===== src/assert_macros.svh =====
// assertion macros shared by the deframer modules
`ifndef ASSERT_MACROS_SVH
`define ASSERT_MACROS_SVH

// property checked at every rising clk edge outside reset
`define ASSERT_CLK(lbl, prop, msg) \
    lbl: assert property (@(posedge clk) disable iff (!rst_n) (prop)) else $error(msg);

// condition that must never be true outside reset
`define ASSERT_NEVER(lbl, cond, msg) \
    lbl: assert property (@(posedge clk) disable iff (!rst_n) !(cond)) else $error(msg);

`endif


===== src/rfd_pkg.sv =====
// types, codes and constants of the radio frame deframer
package rfd_pkg;

    localparam int unsigned CountW = 9;

    localparam logic [CountW-1:0] HdrBytes  = 9'd7;
    localparam logic [CountW-1:0] PayFirst  = 9'd9;
    localparam logic [CountW-1:0] MinFrame  = 9'd12;
    localparam logic [CountW-1:0] CountMax  = 9'd511;

    localparam logic [CountW-1:0] PosStart  = 9'd0;
    localparam logic [CountW-1:0] PosLength = 9'd1;
    localparam logic [CountW-1:0] PosCompl  = 9'd2;
    localparam logic [CountW-1:0] PosRecv   = 9'd3;
    localparam logic [CountW-1:0] PosEmit   = 9'd4;
    localparam logic [CountW-1:0] PosFunc   = 9'd5;
    localparam logic [CountW-1:0] PosSeq    = 9'd6;
    localparam logic [CountW-1:0] PosHchkHi = 9'd7;
    localparam logic [CountW-1:0] PosHchkLo = 9'd8;

    localparam logic [7:0] CheckMark = 8'h50;
    localparam logic [7:0] LowNibble = 8'h0F;
    localparam logic [7:0] HighNibble = 8'hF0;

    localparam logic [7:0] StartByteReset  = 8'd1;
    localparam logic [7:0] EndByteReset    = 8'd4;
    localparam logic [7:0] OwnAddressReset = 8'd0;

    typedef logic [1:0] cfg_idx_t;
    localparam cfg_idx_t CfgStartByte  = 2'd0;
    localparam cfg_idx_t CfgEndByte    = 2'd1;
    localparam cfg_idx_t CfgOwnAddress = 2'd2;

    typedef enum logic [2:0] {
        ST_OK        = 3'd0,
        ST_LENGTH    = 3'd1,
        ST_CORRUPT   = 3'd2,
        ST_HDR_CHECK = 3'd3,
        ST_PAY_CHECK = 3'd4,
        ST_ADDRESS   = 3'd5
    } status_t;

    typedef enum logic {
        KIND_PAYLOAD = 1'b0,
        KIND_STATUS  = 1'b1
    } kind_t;

    typedef struct packed {
        logic [7:0] start_byte;
        logic [7:0] end_byte;
        logic [7:0] own_address;
    } cfg_t;

    typedef struct packed {
        logic [7:0] rx_byte;
        logic       burst_end;
    } beat_t;

    typedef struct packed {
        kind_t      result_kind;
        logic [7:0] payload_byte;
        status_t    frame_status;
        logic [7:0] receiver_addr;
        logic [7:0] emitter_addr;
        logic [7:0] function_id;
        logic [7:0] sequence_id;
        logic [7:0] payload_count;
    } result_t;

    // check word of two bytes, high nibble in upper byte
    function automatic logic [15:0] check_word(input logic [7:0] v);
        logic [7:0] hi;
        logic [7:0] lo;
        hi = CheckMark | ((v & HighNibble) >> 4);
        lo = CheckMark | (v & LowNibble);
        return {hi, lo};
    endfunction

endpackage


===== src/rfd_in_stage.sv =====
// input register of the deframer: holds one received beat
module rfd_in_stage (
    input  logic          clk,
    input  logic          rst_n,
    input  logic          s_tvalid,
    output logic          s_tready,
    input  logic [7:0]    s_tdata,   // rx_byte
    input  logic          s_tlast,   // burst_end
    input  logic          advance,
    output logic          beat_valid,
    output rfd_pkg::beat_t beat
);

    logic           valid_reg;
    logic           valid_next;
    rfd_pkg::beat_t beat_reg;

    assign s_tready = !valid_reg || advance;

    always_comb
    begin
        valid_next = valid_reg;
        if (s_tvalid && s_tready)
        begin
            valid_next = 1'b1;
        end
        else if (advance)
        begin
            valid_next = 1'b0;
        end
    end

    always_ff @(posedge clk or negedge rst_n)
    begin
        if (!rst_n)
        begin
            valid_reg <= 1'b0;
        end
        else
        begin
            valid_reg <= valid_next;
        end
    end

    always_ff @(posedge clk)
    begin
        if (s_tvalid && s_tready)
        begin
            beat_reg.rx_byte   <= s_tdata;
            beat_reg.burst_end <= s_tlast;
        end
    end

    assign beat_valid = valid_reg;
    assign beat       = beat_reg;

endmodule


===== src/rfd_checker.sv =====
// frame state and per-byte checks of the deframer
`include "assert_macros.svh"

module rfd_checker (
    input  logic             clk,
    input  logic             rst_n,
    input  rfd_pkg::cfg_t    cfg,
    input  logic             beat_valid,
    input  rfd_pkg::beat_t   beat,
    input  logic             advance,
    output logic             res_valid,
    output rfd_pkg::result_t res
);

    logic [rfd_pkg::CountW-1:0] count_reg, count_next;
    logic        start_ok_reg, start_ok_next;
    logic [7:0]  length_reg, length_next;
    logic        compl_ok_reg, compl_ok_next;
    logic [7:0]  recv_reg, recv_next;
    logic [7:0]  emit_reg, emit_next;
    logic [7:0]  func_reg, func_next;
    logic [7:0]  seq_reg, seq_next;
    logic [7:0]  hxor_reg, hxor_next;
    logic [15:0] hchk_reg, hchk_next;
    logic [7:0]  pxor_reg, pxor_next;
    logic [7:0]  recent0_reg, recent0_next;
    logic [7:0]  recent1_reg, recent1_next;
    logic [7:0]  recent2_reg, recent2_next;

    // fields after this byte is taken in, used by the closing status
    logic        start_ok_u, compl_ok_u;
    logic [7:0]  length_u, recv_u, emit_u, func_u, seq_u, hxor_u;
    logic [15:0] hchk_u;
    logic [rfd_pkg::CountW-1:0] total;
    logic [15:0] pay_rx;
    logic        emit_payload;
    logic [7:0]  b;
    rfd_pkg::status_t st;

    assign b = beat.rx_byte;

    always_comb
    begin
        start_ok_u = start_ok_reg;
        compl_ok_u = compl_ok_reg;
        length_u   = length_reg;
        recv_u     = recv_reg;
        emit_u     = emit_reg;
        func_u     = func_reg;
        seq_u      = seq_reg;
        hchk_u     = hchk_reg;
        hxor_u     = (count_reg < rfd_pkg::HdrBytes) ? (hxor_reg ^ b) : hxor_reg;
        case (count_reg)
            rfd_pkg::PosStart:  start_ok_u = (b == cfg.start_byte);
            rfd_pkg::PosLength: length_u   = b;
            rfd_pkg::PosCompl:  compl_ok_u = (b == ~length_reg);
            rfd_pkg::PosRecv:   recv_u     = b;
            rfd_pkg::PosEmit:   emit_u     = b;
            rfd_pkg::PosFunc:   func_u     = b;
            rfd_pkg::PosSeq:    seq_u      = b;
            rfd_pkg::PosHchkHi: hchk_u     = {b, 8'h00};
            rfd_pkg::PosHchkLo: hchk_u     = {hchk_reg[15:8], b};
            default:            hchk_u     = hchk_reg;
        endcase
    end

    assign total  = (count_reg != rfd_pkg::CountMax) ? (count_reg + 9'd1) : rfd_pkg::CountMax;
    assign pay_rx = {recent0_reg, recent1_reg};
    // payload runs two bytes behind, clear of the trailer
    assign emit_payload = !beat.burst_end && (count_reg >= (rfd_pkg::PayFirst + 9'd2));

    always_comb
    begin
        if (total < rfd_pkg::MinFrame)
        begin
            st = rfd_pkg::ST_LENGTH;
        end
        else if (!start_ok_u || (b != cfg.end_byte) || !compl_ok_u)
        begin
            st = rfd_pkg::ST_CORRUPT;
        end
        else if (total[8] || (length_u != total[7:0]))
        begin
            st = rfd_pkg::ST_LENGTH;
        end
        else if (hchk_u != rfd_pkg::check_word(hxor_u))
        begin
            st = rfd_pkg::ST_HDR_CHECK;
        end
        else if (pay_rx != rfd_pkg::check_word(pxor_reg))
        begin
            st = rfd_pkg::ST_PAY_CHECK;
        end
        else if (recv_u != cfg.own_address)
        begin
            st = rfd_pkg::ST_ADDRESS;
        end
        else
        begin
            st = rfd_pkg::ST_OK;
        end
    end

    always_comb
    begin
        res = '0;
        res.result_kind  = rfd_pkg::KIND_PAYLOAD;
        res.frame_status = rfd_pkg::ST_OK;
        if (beat.burst_end)
        begin
            res.result_kind   = rfd_pkg::KIND_STATUS;
            res.frame_status  = st;
            res.receiver_addr = recv_u;
            res.emitter_addr  = emit_u;
            res.function_id   = func_u;
            res.sequence_id   = seq_u;
            if (!total[8] && (total >= rfd_pkg::MinFrame))
            begin
                res.payload_count = total[7:0] - rfd_pkg::MinFrame[7:0];
            end
        end
        else
        begin
            res.payload_byte = recent1_reg;
        end
    end

    assign res_valid = beat_valid && (beat.burst_end || emit_payload);

    always_comb
    begin
        count_next    = count_reg;
        start_ok_next = start_ok_reg;
        length_next   = length_reg;
        compl_ok_next = compl_ok_reg;
        recv_next     = recv_reg;
        emit_next     = emit_reg;
        func_next     = func_reg;
        seq_next      = seq_reg;
        hxor_next     = hxor_reg;
        hchk_next     = hchk_reg;
        pxor_next     = pxor_reg;
        recent0_next  = recent0_reg;
        recent1_next  = recent1_reg;
        recent2_next  = recent2_reg;
        if (advance)
        begin
            if (beat.burst_end)
            begin
                count_next    = '0;
                start_ok_next = 1'b0;
                length_next   = '0;
                compl_ok_next = 1'b0;
                recv_next     = '0;
                emit_next     = '0;
                func_next     = '0;
                seq_next      = '0;
                hxor_next     = '0;
                hchk_next     = '0;
                pxor_next     = '0;
                recent0_next  = '0;
                recent1_next  = '0;
                recent2_next  = '0;
            end
            else
            begin
                start_ok_next = start_ok_u;
                length_next   = length_u;
                compl_ok_next = compl_ok_u;
                recv_next     = recv_u;
                emit_next     = emit_u;
                func_next     = func_u;
                seq_next      = seq_u;
                hxor_next     = hxor_u;
                hchk_next     = hchk_u;
                if (emit_payload)
                begin
                    pxor_next = pxor_reg ^ recent1_reg;
                end
                recent2_next = recent1_reg;
                recent1_next = recent0_reg;
                recent0_next = b;
                if (count_reg != rfd_pkg::CountMax)
                begin
                    count_next = count_reg + 9'd1;
                end
            end
        end
    end

    always_ff @(posedge clk or negedge rst_n)
    begin
        if (!rst_n)
        begin
            count_reg    <= '0;
            start_ok_reg <= 1'b0;
            length_reg   <= '0;
            compl_ok_reg <= 1'b0;
            recv_reg     <= '0;
            emit_reg     <= '0;
            func_reg     <= '0;
            seq_reg      <= '0;
            hxor_reg     <= '0;
            hchk_reg     <= '0;
            pxor_reg     <= '0;
            recent0_reg  <= '0;
            recent1_reg  <= '0;
            recent2_reg  <= '0;
        end
        else
        begin
            count_reg    <= count_next;
            start_ok_reg <= start_ok_next;
            length_reg   <= length_next;
            compl_ok_reg <= compl_ok_next;
            recv_reg     <= recv_next;
            emit_reg     <= emit_next;
            func_reg     <= func_next;
            seq_reg      <= seq_next;
            hxor_reg     <= hxor_next;
            hchk_reg     <= hchk_next;
            pxor_reg     <= pxor_next;
            recent0_reg  <= recent0_next;
            recent1_reg  <= recent1_next;
            recent2_reg  <= recent2_next;
        end
    end

    `ASSERT_CLK(a_clear_after_status, advance && beat.burst_end |=> count_reg == '0,
        "frame state not cleared after status beat")
    `ASSERT_NEVER(a_early_payload,
        res_valid && (res.result_kind == rfd_pkg::KIND_PAYLOAD) && (count_reg < 9'd11),
        "payload beat before the header is complete")
    `ASSERT_NEVER(a_short_count,
        res_valid && (res.result_kind == rfd_pkg::KIND_STATUS) && (res.payload_count != 8'd0)
            && (res.frame_status == rfd_pkg::ST_LENGTH) && !total[8] && (length_u == total[7:0]),
        "length error reported on a frame whose length matches")

endmodule


===== src/rfd_out_stage.sv =====
// result register of the deframer, packs the output beat
`include "assert_macros.svh"

module rfd_out_stage (
    input  logic             clk,
    input  logic             rst_n,
    input  logic             load,
    input  rfd_pkg::result_t res,
    output logic             can_load,
    output logic             m_tvalid,
    input  logic             m_tready,
    output logic [55:0]      m_tdata,  // payload_byte, frame_status, receiver_addr,
                                       // emitter_addr, function_id, sequence_id,
                                       // payload_count, zero fill
    output logic             m_tuser   // result_kind
);

    logic             valid_reg;
    logic             valid_next;
    rfd_pkg::result_t res_reg;

    assign can_load = !valid_reg || m_tready;

    always_comb
    begin
        valid_next = valid_reg;
        if (load)
        begin
            valid_next = 1'b1;
        end
        else if (m_tready)
        begin
            valid_next = 1'b0;
        end
    end

    always_ff @(posedge clk or negedge rst_n)
    begin
        if (!rst_n)
        begin
            valid_reg <= 1'b0;
        end
        else
        begin
            valid_reg <= valid_next;
        end
    end

    always_ff @(posedge clk)
    begin
        if (load)
        begin
            res_reg <= res;
        end
    end

    assign m_tvalid = valid_reg;
    assign m_tuser  = res_reg.result_kind;
    assign m_tdata  = {5'd0, res_reg.payload_count, res_reg.sequence_id,
                       res_reg.function_id, res_reg.emitter_addr, res_reg.receiver_addr,
                       res_reg.frame_status, res_reg.payload_byte};

    `ASSERT_NEVER(a_load_when_full, load && valid_reg && !m_tready,
        "result loaded over a beat not yet taken")
    `ASSERT_NEVER(a_status_payload_zero,
        valid_reg && (res_reg.result_kind == rfd_pkg::KIND_STATUS)
            && (res_reg.payload_byte != 8'd0),
        "status beat carries a payload byte")

endmodule


===== src/radio_frame_deframer.sv =====
// top level of the radio frame deframer
// usage:
//   s_* carries received bytes, one per beat, tlast on the final byte of a burst.
//   m_* carries results: tuser 0 is a payload byte, tuser 1 the frame status
//   with the header fields and the payload count.
//   cfg_we/cfg_index/cfg_data write start byte, end byte and own address;
//   write only while no frame is in flight.
// path: an accepted byte is held in the input register, and its result is
//   loaded from there into the output register, which drives m_*. payload
//   bytes trail the input by two bytes, since the last two bytes before
//   the end byte are the payload check.
// throughput: one byte per cycle while m_* does not stall; all checks are
//   running xors and compares between the input register and the result register.
// reset: registers return to start byte 1, end byte 4, own address 0; frame
//   state is cleared and both registers are empty.
// stall: the output register holds its beat while m_tready is low; a byte
//   that yields no result still passes, one that does waits and s_tready
//   drops until the output register frees up.
module radio_frame_deframer (
    input  logic        clk,
    input  logic        rst_n,
    input  logic        s_tvalid,
    output logic        s_tready,
    input  logic [7:0]  s_tdata,   // rx_byte
    input  logic        s_tlast,   // burst_end
    output logic        m_tvalid,
    input  logic        m_tready,
    output logic [55:0] m_tdata,   // payload_byte[7:0], frame_status[10:8],
                                   // receiver_addr[18:11], emitter_addr[26:19],
                                   // function_id[34:27], sequence_id[42:35],
                                   // payload_count[50:43], zero fill
    output logic        m_tuser,   // result_kind
    input  logic        cfg_we,
    input  logic [1:0]  cfg_index,
    input  logic [7:0]  cfg_data
);

    rfd_pkg::cfg_t    cfg_reg;
    rfd_pkg::cfg_t    cfg_next;
    rfd_pkg::beat_t   beat;
    rfd_pkg::result_t res;
    logic             beat_valid;
    logic             res_valid;
    logic             can_load;
    logic             advance;

    always_comb
    begin
        cfg_next = cfg_reg;
        if (cfg_we)
        begin
            case (cfg_index)
                rfd_pkg::CfgStartByte:  cfg_next.start_byte  = cfg_data;
                rfd_pkg::CfgEndByte:    cfg_next.end_byte    = cfg_data;
                rfd_pkg::CfgOwnAddress: cfg_next.own_address = cfg_data;
                default:                cfg_next = cfg_reg;
            endcase
        end
    end

    always_ff @(posedge clk or negedge rst_n)
    begin
        if (!rst_n)
        begin
            cfg_reg.start_byte  <= rfd_pkg::StartByteReset;
            cfg_reg.end_byte    <= rfd_pkg::EndByteReset;
            cfg_reg.own_address <= rfd_pkg::OwnAddressReset;
        end
        else
        begin
            cfg_reg <= cfg_next;
        end
    end

    // a byte moves on unless its result finds the output register full
    assign advance = beat_valid && (!res_valid || can_load);

    rfd_in_stage u_in (
        .clk        (clk),
        .rst_n      (rst_n),
        .s_tvalid   (s_tvalid),
        .s_tready   (s_tready),
        .s_tdata    (s_tdata),
        .s_tlast    (s_tlast),
        .advance    (advance),
        .beat_valid (beat_valid),
        .beat       (beat)
    );

    rfd_checker u_check (
        .clk        (clk),
        .rst_n      (rst_n),
        .cfg        (cfg_reg),
        .beat_valid (beat_valid),
        .beat       (beat),
        .advance    (advance),
        .res_valid  (res_valid),
        .res        (res)
    );

    rfd_out_stage u_out (
        .clk      (clk),
        .rst_n    (rst_n),
        .load     (advance && res_valid),
        .res      (res),
        .can_load (can_load),
        .m_tvalid (m_tvalid),
        .m_tready (m_tready),
        .m_tdata  (m_tdata),
        .m_tuser  (m_tuser)
    );

endmodule


===== config.mk =====
export PLATFORM = sky130hd
export DESIGN_NAME = radio_frame_deframer
export DESIGN_NICKNAME = d
export VERILOG_FILES = /design/src/rfd_pkg.sv /design/src/rfd_in_stage.sv /design/src/rfd_checker.sv /design/src/rfd_out_stage.sv /design/src/radio_frame_deframer.sv
export VERILOG_INCLUDE_DIRS = /design/src /design/src/src
export SDC_FILE = /design/constraint.sdc
export NUM_CORES = 1
export LEC_CHECK = 0
export BUFFER_PORTS_ARGS = -buffer_cell sky130_fd_sc_hd__buf_2
export CORE_UTILIZATION = 35
export CTS_CLUSTER_DIAMETER = 60
export DETAILED_ROUTE_END_ITERATION = 16
export GPL_ROUTABILITY_DRIVEN = 0
export GPL_TIMING_DRIVEN = 1
export SETUP_SLACK_MARGIN = 0.1
export SLEW_MARGIN = 20
export SYNTH_ARGS = -nofsm -noshare
export SYNTH_HDL_FRONTEND = slang
export SYNTH_HIERARCHICAL = 1
export SYNTH_SLANG_ARGS = --single-unit

===== constraint.sdc =====
create_clock -name clk -period 7.7 [get_ports clk]
set_input_delay 1.155 -clock clk [delete_from_list [all_inputs] [get_ports clk]]
set_output_delay 1.155 -clock clk [all_outputs]
set_load 0.03 [all_outputs]

==> results.md <==
- Core area: 27300 um^2
- Yosys cell types: 65
- Critical path startpoint category: flip-flop
- Worst slew pin tran: 1.00 ns
- Clock skew: 0.0114 ns
- GR Overflow Total: 0
- Largest net degree at the start of global routing: 100
- Drt first pass iters: 7
- FP Rows: 60
- Synth Flop Type: dfrtp_1
- Fmax: 0.232 GHz
- Mapped cell area: around 10000 um^2
- Post-synth EDFFs: 61
- Sequential share of the synthesized area: 50.5%
- Post-DP HPWL: 15900 um
- Post-synthesis adder-cell area fraction: 0.891%
- Ys Warns: 6
- Worst R2R Start: u_check/count_reg[2]
- Mux cell area share after synthesis: 4.50%
- Non-Filler Instances: 1359
- Total power: about 2.8 mW
- Cts hold-fix bufs: 0
- Share of cells above drive strength 1: 16.9%
- Routed len/inst: 18.0 um
- Top post-synthesis cells by area: dfrtp_1 (31%), edfxtp_1 (19%), o2bb2ai_1 (5.9%)
- Most frequent cells after synthesis: dfrtp_1 (123), nand2_1 (96), a21boi_0 (66), o2bb2ai_1 (66), edfxtp_1 (61)
- Die width: about 170 um
- Fin area: around 11000 um^2
- Total GRT Usage: around 17%
- Final Hold Viols: 0
- Vias: 7300
- WP data required: ~6.6 ns
- Setup crit end kind: output pin
- Status: complete, no violations
- Area of the multi-input gates: 4450 um^2
- #FFs+latches synth: 186
- Worst-path clk slew: 0.08 ns
- Crit path max fanout: 15
- Dpl ws: approximately 3.4 ns
- Max Slew Vio Count: 0
- Area share of xor/xnor cells in the synthesized design: 5.97%
- Total CTS buffers: 17
- Crit path DAT: 3.15 ns
- First-pass GRT wire length: 39100 um
- Synth Area in Compound Gates: 19.3%
- Die H: 170 um
- Synth Instances: 937
- I/O pin total: between 80 and 90
- DP Cell Count: 1327
- Final Cycle Share: 55.9%
- Vias in the first global route: ~7000
- Final ANT Viol Nets: 0
- Leakage power: 4.42 nW
- CTS H-tree lvls: 4
- Worst R2R Path Depth: 11
- Post-synth top area share: 31.3%
- R2r endpoint: u_out/m_tdata[8]
- Hold endpoint: u_check/emit_reg[3]
- Clock insertion delay at the later pin of the skew report: 0.45 ns
- Die area: about 29000 um^2
- Starting DRC count in detailed routing: 530
- Worst VDD drop: approximately 150 uV
- Sequential cell area: approximately 5000 um^2
- Hold Crit Depth: 1
- Reg2reg setup slack: approximately 3.4 ns
- Placed cell areas: 10500 um^2
- Simple-Gate Fraction of Synth Area: 14.4%
- HP Class: reg -> reg
- Post-Route Setup TNS: 0 ns
- Post-synth top area cell: dfrtp_1
- Starting density of the core: 36.1%
- # Post-CTS Setup Buffers: 0
- Fill count: 2621
- P&R area growth vs syn: 12.3%
- Max-Cap Viols: 0
- Final WL: 24500 um
- Final min period: 4.30 ns
- Worst Path Class, Setup: reg -> out
- RSZ-0062 raised after global routing: no
- Root Buffer: clkbuf_16
- Largest family of logic cells by synthesized area: compound AO/OA/AOI/OAI gates
- Ys async rst share: 67.2%
- Largest register FFs: 51
- Diodes inserted: 0
- Max Root-Sink Buffers: 2
- Port bufs: 77
- Clk sinks: 186
- Nets: 1005
- Syn Area/Cell: 10.5 um^2
- Most common cell in the netlist: dfrtp_1
- CTS tree: built
- Power Density: between 200 and 300 nW/um^2
- Rel. slew slack: 33.2%
- Post-CTS Resized: 0
- Initial antenna violation count: 0
- # DRC: 0
- Setup slack after layout: approximately 3.4 ns
- Hold path startpoint: u_check/emit_reg[3]
- Final setup viols: 0
- Vias per cell: between 5 and 6
## worst max-delay path: stages (launching register included)
cell	delay [ns]
dfrtp_1	0.50
ha_1	0.44
nor2_1	0.20
o21ai_0	0.13
a2111oi_0	0.58
nor2b_1	0.14
a21boi_2	0.29
nand2b_4	0.23
buf_2	0.21
## cell type report
| cell class | count | area share (%) |
|---|---|---|
| timing repair buffer | 89 | 4.33 |
| tap | 372 | 4.22 |
| clock buffer | 17 | 3.85 |
| multi-input combinational | 652 | 40.3 |
| clock inverter | 15 | 1.39 |
| inverter | 28 | 0.952 |
| sequential | 186 | 44.9 |
## worst max-delay path by stage
stage | depth (start not counted) | from | end | slack [ns]
floorplan | 12 | u_check/count_reg[0] | u_out/m_tdata[8] | 4.45
global placement | 11 | u_check/count_reg[2] | u_out/m_tdata[8] | 3.46
detailed placement | 11 | u_check/count_reg[2] | u_out/m_tdata[8] | 3.41
CTS | 11 | u_check/count_reg[2] | u_out/m_tdata[8] | 3.43
global route | 12 | u_check/count_reg[0] | u_check/hchk_reg[11] | 3.09
finish | 8 | u_check/count_reg[0] | s_tready | 3.40
## through the flow
stage / util (%) / hold slack (ns)
6_report: 40.5 / 0.493
5_1_grt: 40.5 / 0.503
4_1_cts: 40.5 / 0.495
3_5_place_dp: 38.4 / 0.473
3_3_place_gp: 38.4 / 0.471
2_1_floorplan: - / 0.456
## cells by family after synthesis
family / count (synthesis)
AOI/OAI and AO/OA: 264
other: 1
xor gates and xnor gates: 67
and+or+nand+nor: 268
muxes: 41
adders and majority gates: 7
DFF: 186
buffers and inverters: 103
## cell usage in the layout, fill, tap and decap left out, types with 3 or more instances in the layout
cell | netlist | layout
inv_8 | 0 | 7
nand2b_1 | 8 | 8
a211oi_1 | 3 | 3
a21oi_1 | 26 | 26
and2_1 | 3 | 3
nor3_1 | 24 | 24
conb_1 | 1 | 5
nor4bb_1 | 3 | 3
nor2_1 | 41 | 41
nand3b_1 | 9 | 9
o211ai_1 | 5 | 5
o22ai_1 | 6 | 6
clkinv_4 | 0 | 3
nor4_1 | 7 | 7
a22oi_1 | 26 | 26
nor2b_1 | 13 | 13
inv_1 | 27 | 26
edfxtp_1 | 61 | 61
nand4_1 | 18 | 18
dfrtp_1 | 123 | 123
clkbuf_16 | 0 | 17
or3_1 | 9 | 9
a21boi_0 | 66 | 65
xor2_1 | 29 | 29
o2bb2ai_1 | 66 | 66
buf_4 | 8 | 13
o21ai_0 | 38 | 38
mux2i_1 | 15 | 15
nand3_1 | 10 | 10
o31ai_1 | 8 | 8
nand2_1 | 96 | 96
a31oi_1 | 6 | 6
and3_1 | 7 | 6
xnor2_1 | 38 | 38
mux2_2 | 26 | 26
buf_2 | 5 | 76
ha_1 | 7 | 7
## power by group
group / switching (mW) / internal (mW) / total (mW)
sequential: 0.133 / 1.17 / 1.30
clock: 0.443 / 0.435 / 0.878
combinational: 0.372 / 0.254 / 0.625
total: 0.948 / 1.86 / 2.81
## per-layer routing
layer | up-vias | routed length, um | GRT usage [%] | part of all wire (%)
met5 | - | 0 | 0 | 0
met4 | 0 | 271 | 4.66 | 1.1
li1 | 3487 | - | - | -
met2 | 159 | 11600 | 28.3 | 47
met1 | 3636 | 11500 | 23.8 | 47
met3 | 18 | 1150 | 3.15 | 4.7
(Power assumes the default switching activity.)
